File: src/hw/rtl/cnrf_pkg.sv
// ----------------------------------------------------------------------------
// cnrf_pkg
// Shared widths, register indexes and payload types of the root finder.
// ----------------------------------------------------------------------------
package cnrf_pkg;

	localparam int MaxDegree = 4;
	localparam int FracBits  = 16;
	localparam int NumCoef   = MaxDegree + 1;
	localparam int StopScale = 10000;

	// register indexes
	localparam logic [2:0] REG_COEF_LAST = 3'd4;
	localparam logic [2:0] REG_MAX_ITERS = 3'd5;

	localparam logic [3:0] ITERS_RESET = 4'd4;

	typedef struct packed {
		logic signed [31:0] interval_low;
		logic signed [31:0] interval_high;
	} cnrf_in_t;

	typedef struct packed {
		logic signed [31:0] chord_root;
		logic signed [31:0] newton_root;
		logic signed [31:0] mean_root;
		logic [3:0]         chord_steps;
		logic [3:0]         newton_steps;
		logic               fixed_end_high;
		logic               divide_fault;
	} cnrf_out_t;

	// saturate a 66-bit value to 32 bits
	function automatic logic signed [31:0] sat32(input logic signed [65:0] v);
		if (v > 66'sh0_7FFF_FFFF) return 32'sh7FFF_FFFF;
		if (v < -66'sh0_8000_0000) return -32'sh8000_0000;
		return v[31:0];
	endfunction

endpackage

File: src/hw/rtl/cnrf_div.sv
// ----------------------------------------------------------------------------
// cnrf_div
// Restoring signed divider, 66-bit dividend by 34-bit divisor, one quotient
// bit per cycle, quotient truncated toward zero.
// ----------------------------------------------------------------------------
module cnrf_div import cnrf_pkg::*; (
	input  logic               clk,
	input  logic               arst_n,
	input  logic               start,
	input  logic signed [65:0] num,
	input  logic signed [33:0] den,
	output logic               done,
	output logic signed [65:0] quo
);

	logic [65:0] q_q;
	logic [65:0] r_q;
	logic [65:0] d_q;
	logic        neg_q;
	logic [6:0]  cnt_q;
	logic        busy_q;
	logic [65:0] r_sh;

	assign r_sh = {r_q[64:0], q_q[65]};
	assign quo  = neg_q ? -$signed(q_q) : $signed(q_q);

	// one bit per cycle
	always_ff @(posedge clk or negedge arst_n) begin
		if (!arst_n) begin
			busy_q <= 1'b0;
			done   <= 1'b0;
			cnt_q  <= '0;
		end else begin
			done <= 1'b0;
			if (start) begin
				busy_q <= 1'b1;
				cnt_q  <= 7'd66;
				q_q    <= num[65] ? 66'(-num) : 66'(num);
				d_q    <= den[33] ? 66'(-{{32{den[33]}}, den}) : 66'({{32{1'b0}}, den});
				r_q    <= '0;
				neg_q  <= num[65] ^ den[33];
			end else if (busy_q) begin
				if (r_sh >= d_q) begin
					r_q <= r_sh - d_q;
					q_q <= {q_q[64:0], 1'b1};
				end else begin
					r_q <= r_sh;
					q_q <= {q_q[64:0], 1'b0};
				end
				cnt_q <= cnt_q - 7'd1;
				if (cnt_q == 7'd1) begin
					busy_q <= 1'b0;
					done   <= 1'b1;
				end
			end
		end
	end

endmodule

File: config.mk
export PLATFORM = sky130hd
export DESIGN_NAME = cnrf_div
export DESIGN_NICKNAME = d
export VERILOG_FILES = /design/src/hw/rtl/cnrf_pkg.sv /design/src/hw/rtl/cnrf_div.sv
export SDC_FILE = /design/constraint.sdc
export NUM_CORES = 1
export LEC_CHECK = 0
export BUFFER_PORTS_ARGS = -buffer_cell sky130_fd_sc_hd__buf_2
export CAP_MARGIN = 30
export CORE_ASPECT_RATIO = 0.5
export CORE_MARGIN = 3
export CORE_UTILIZATION = 45
export CTS_CLUSTER_DIAMETER = 80
export CTS_CLUSTER_SIZE = 8
export DETAILED_ROUTE_END_ITERATION = 8
export GPL_TIMING_DRIVEN = 0
export PLACE_DENSITY = 0.65
export SLEW_MARGIN = 20
export SYNTH_ARGS = -nofsm -noshare
export SYNTH_HDL_FRONTEND = slang
export SYNTH_SLANG_ARGS = --single-unit
File: constraint.sdc
create_clock -name clk -period 9.4 [get_ports clk]
set_input_delay 2.82 -clock clk [delete_from_list [all_inputs] [get_ports clk]]
set_output_delay 2.82 -clock clk [all_outputs]
set_load 0.05 [all_outputs]
==> out/qor.yml <==
power.leakage_uw: 0.00736
drv_slew: 0
async_reset_ff_frac: 0.0435
viasPerCell: 5.87
cap_violations: 0
fin_setup_tns_ps: 0
rsz0062_at_grt: "no"
cp.required_ps: 6580
drt_first_pass_iters: 7
post-place-ws_ps: 2160
totalWireLength_um: 52000
core_sq_mm: 0.0351
register_area_sq_mm: 0.00617
final_common_cell: "edfxtp_1"
cts_sinks: 207
final_nets: 2252
crit_path_end_kind: "output port"
finalHoldViolations: 0
avgSynthCellArea_sq_um: 8.84
fill_cells: 3349
die_h_um: 141
place_congestion: 0.946
path_buf_inv: 2
met2_length_um: 22700
synth_edf_count: 198
grt.total_usage: 0.264
drt_iter0_drc: 1471
wl_per_cell_um: 20.2
antenna_found_initial: 4
power_density_mw_per_mm2: 180
hold_buffers: 0
final_util: 0.535
drive_gt1_frac: 0.112
grt_pass1_wl_um: 80400
worst_pin_slew_ps: 1000
crit_path_max_fanout: 6
wl_met3_um: 4250
final_cell_mix: "198 x edfxtp_1, 193 x nor2_1, 182 x a21oi_1, 166 x buf_2, 147 x nand2_1"
timing.final.crit_share: 0.847
die_area_sq_mm: 0.0387
synth_cell_types: 68
seq_area_frac_synth: 0.379
ys_seq_elements: 207
critPathSlowestCell: "nor4_1"
postSynthCellCount: 1842
setup_ws_ps: 1440
portBuffers: 167
dp_hpwl_um: 38900
wl_met1_um: 23700
start_kind: "flop"
cts_max_path_buffers: 3
period_needed_ps: 7960
path_cells: "inv_1 > ha_1 > nor4b_1 > nand4b_1 > or4_1 > or2_2 > nor4_1 > nand3_1 > nor2_1 > nand2_1 > o31ai_1 > xnor2_1 > buf_2"
crit_type: "reg -> out"
clkLatencyLatePin_ps: 570
yosys_warnings: 0
num_io_pins: 170
fin_skew_ps: 27.4
die_x_um: 275
grt_pass1_vias: 14200
critPathMaxStageDelay_ps: 760
final-setup-viol-count: 0
hold_class: "reg -> reg"
cts_resized: 0
synthesis.area_sq_mm: 0.0163
clkTransAtPathRegs_ps: 60
synth_ff_type: "edfxtp_1"
cts_root_buffer: "clkbuf_16"
drc: 0
overflow: 0
whs_ps: 536
rows: 48
synthToLayoutAreaGrowth_pct: 15.3
status: "finished, final reports clean"
initial_core_util: 0.464
numCtsBuffers: 29
routed.top_layer: "met5"
num_vias: 15100
arrival_ps: 5140
relSlewSlack: 0.331
cp_top_family: "simple AND/OR/NAND/NOR gates"
fmax_mhz: 126
grt_max_degree: 40
cts_setup_buffers: 0
htreeDepth: 1
vdd_drop_max_mv: 0.122
multi_input_area_sq_mm: 0.00950
ant_nets: 0
cts_tree: "done"
[registers in the layout (all words and copies together), names as in the netlist]
| signal | cells |
|---|---|
| q_q | 66 |
| r_q | 65 |
| d_q | 66 |
| busy_q | 1 |
| neg_q | 1 |
| done | 1 |
| cnt_q | 7 |
[cell usage after synthesis, types with 10 or more instances]
| cell | count | area share |
|---|---|---|
| edfxtp_1 | 198 | 0.37 |
| nor2_1 | 193 | 0.044 |
| a21oi_1 | 182 | 0.056 |
| nand2_1 | 147 | 0.034 |
| xnor2_1 | 125 | 0.067 |
| o21ai_0 | 107 | 0.033 |
| clkbuf_1 | 97 | 0.022 |
| inv_1 | 96 | 0.022 |
| xor2_1 | 94 | 0.051 |
| ha_1 | 71 | 0.055 |
| o31ai_1 | 46 | 0.021 |
| a211oi_1 | 41 | 0.019 |
| a21o_1 | 38 | 0.018 |
| nand4_1 | 34 | 0.013 |
| nor3_1 | 34 | 0.010 |
| or3_1 | 34 | 0.013 |
| nand3_1 | 22 | 0.0068 |
| nand2b_1 | 19 | 0.0073 |
| o41ai_1 | 19 | 0.010 |
| o211ai_1 | 17 | 0.0078 |
| a31oi_1 | 15 | 0.0058 |
| o21bai_1 | 15 | 0.0069 |
| or4_1 | 15 | 0.0069 |
| nor2b_1 | 13 | 0.0050 |
| mux2i_1 | 12 | 0.0074 |
| nor4_1 | 11 | 0.0042 |
| o21a_1 | 11 | 0.0051 |
| and3_1 | 10 | 0.0038 |
| o211a_1 | 10 | 0.0061 |
[tightest hold or removal path: cells and delay by family, from the launching register on]
family | cells | cell delay [ps]
flip-flops | 1 | 370
XOR/XNOR | 1 | 70
AND/OR/NAND/NOR | 1 | 60
[routing by layer]
metal,up-vias,track usage
li1,7197,-
met1,7244,0.383
met2,604,0.415
met3,80,0.0371
met4,4,0.0682
met5,-,0
[path summary, 6_finish.rpt]
check	startpoint	endpoint	cells past startpoint	slack [ps]
hold / removal	cnt_q[6]$_DFFE_PN0N_	cnt_q[6]$_DFFE_PN0N_	2	540
min in group asynchronous	arst_n	cnt_q[2]$_DFFE_PN0N_	2	2690
max in group asynchronous	arst_n	cnt_q[0]$_DFFE_PN0N_	2	6500
setup / recovery	q_q[1]$_DFFE_PP_	quo[60]	13	1440
setup reg to reg	q_q[65]$_DFFE_PP_	r_q[30]$_SDFFCE_PP0P_	15	3890
hold reg to reg	cnt_q[6]$_DFFE_PN0N_	cnt_q[6]$_DFFE_PN0N_	2	540
[area by class of cell]
| class | count | area share |
|---|---|---|
| repair buffers | 173 | 0.0501 |
| diodes | 2 | 0.000267 |
| inverters | 96 | 0.0192 |
| clock buffers | 52 | 0.0433 |
| clock inverters | 1 | 0.000467 |
| well taps | 475 | 0.0317 |
| multi-input cells | 1469 | 0.506 |
| flip-flops and latches | 207 | 0.329 |
| plain buffers | 101 | 0.0204 |
[per-stage QoR]
stage | instances | area, sq um | total power, uW
finish | 2576 | 18800 | 3380
global route | 2576 | 18800 | 3540
CTS | 2572 | 18700 | 3370
detailed placement | 2519 | 17900 | 2380
global placement | 2515 | 17800 | 2370
floorplan | 1873 | 16400 | 2050
[cell families (layout without fill, tap and decap cells)]
logic type | Yosys count | after routing | synth area share
AOI/OAI and AO/OA | 545 | 545 | 0.214
DFF | 207 | 207 | 0.379
muxes | 19 | 19 | 0.0122
buffers and inverters | 197 | 423 | 0.0456
xor gates and xnor gates | 219 | 219 | 0.118
adders and majority gates | 72 | 72 | 0.0558
other | 1 | 34 | 0.000230
and+or+nand+nor | 582 | 582 | 0.176
[power breakdown]
part | switching (uW) | internal, uW
logic | 788 | 406
registers | 71.8 | 1130
clock network | 410 | 574
No activity file was read; power rests on OpenSTA's default activity.
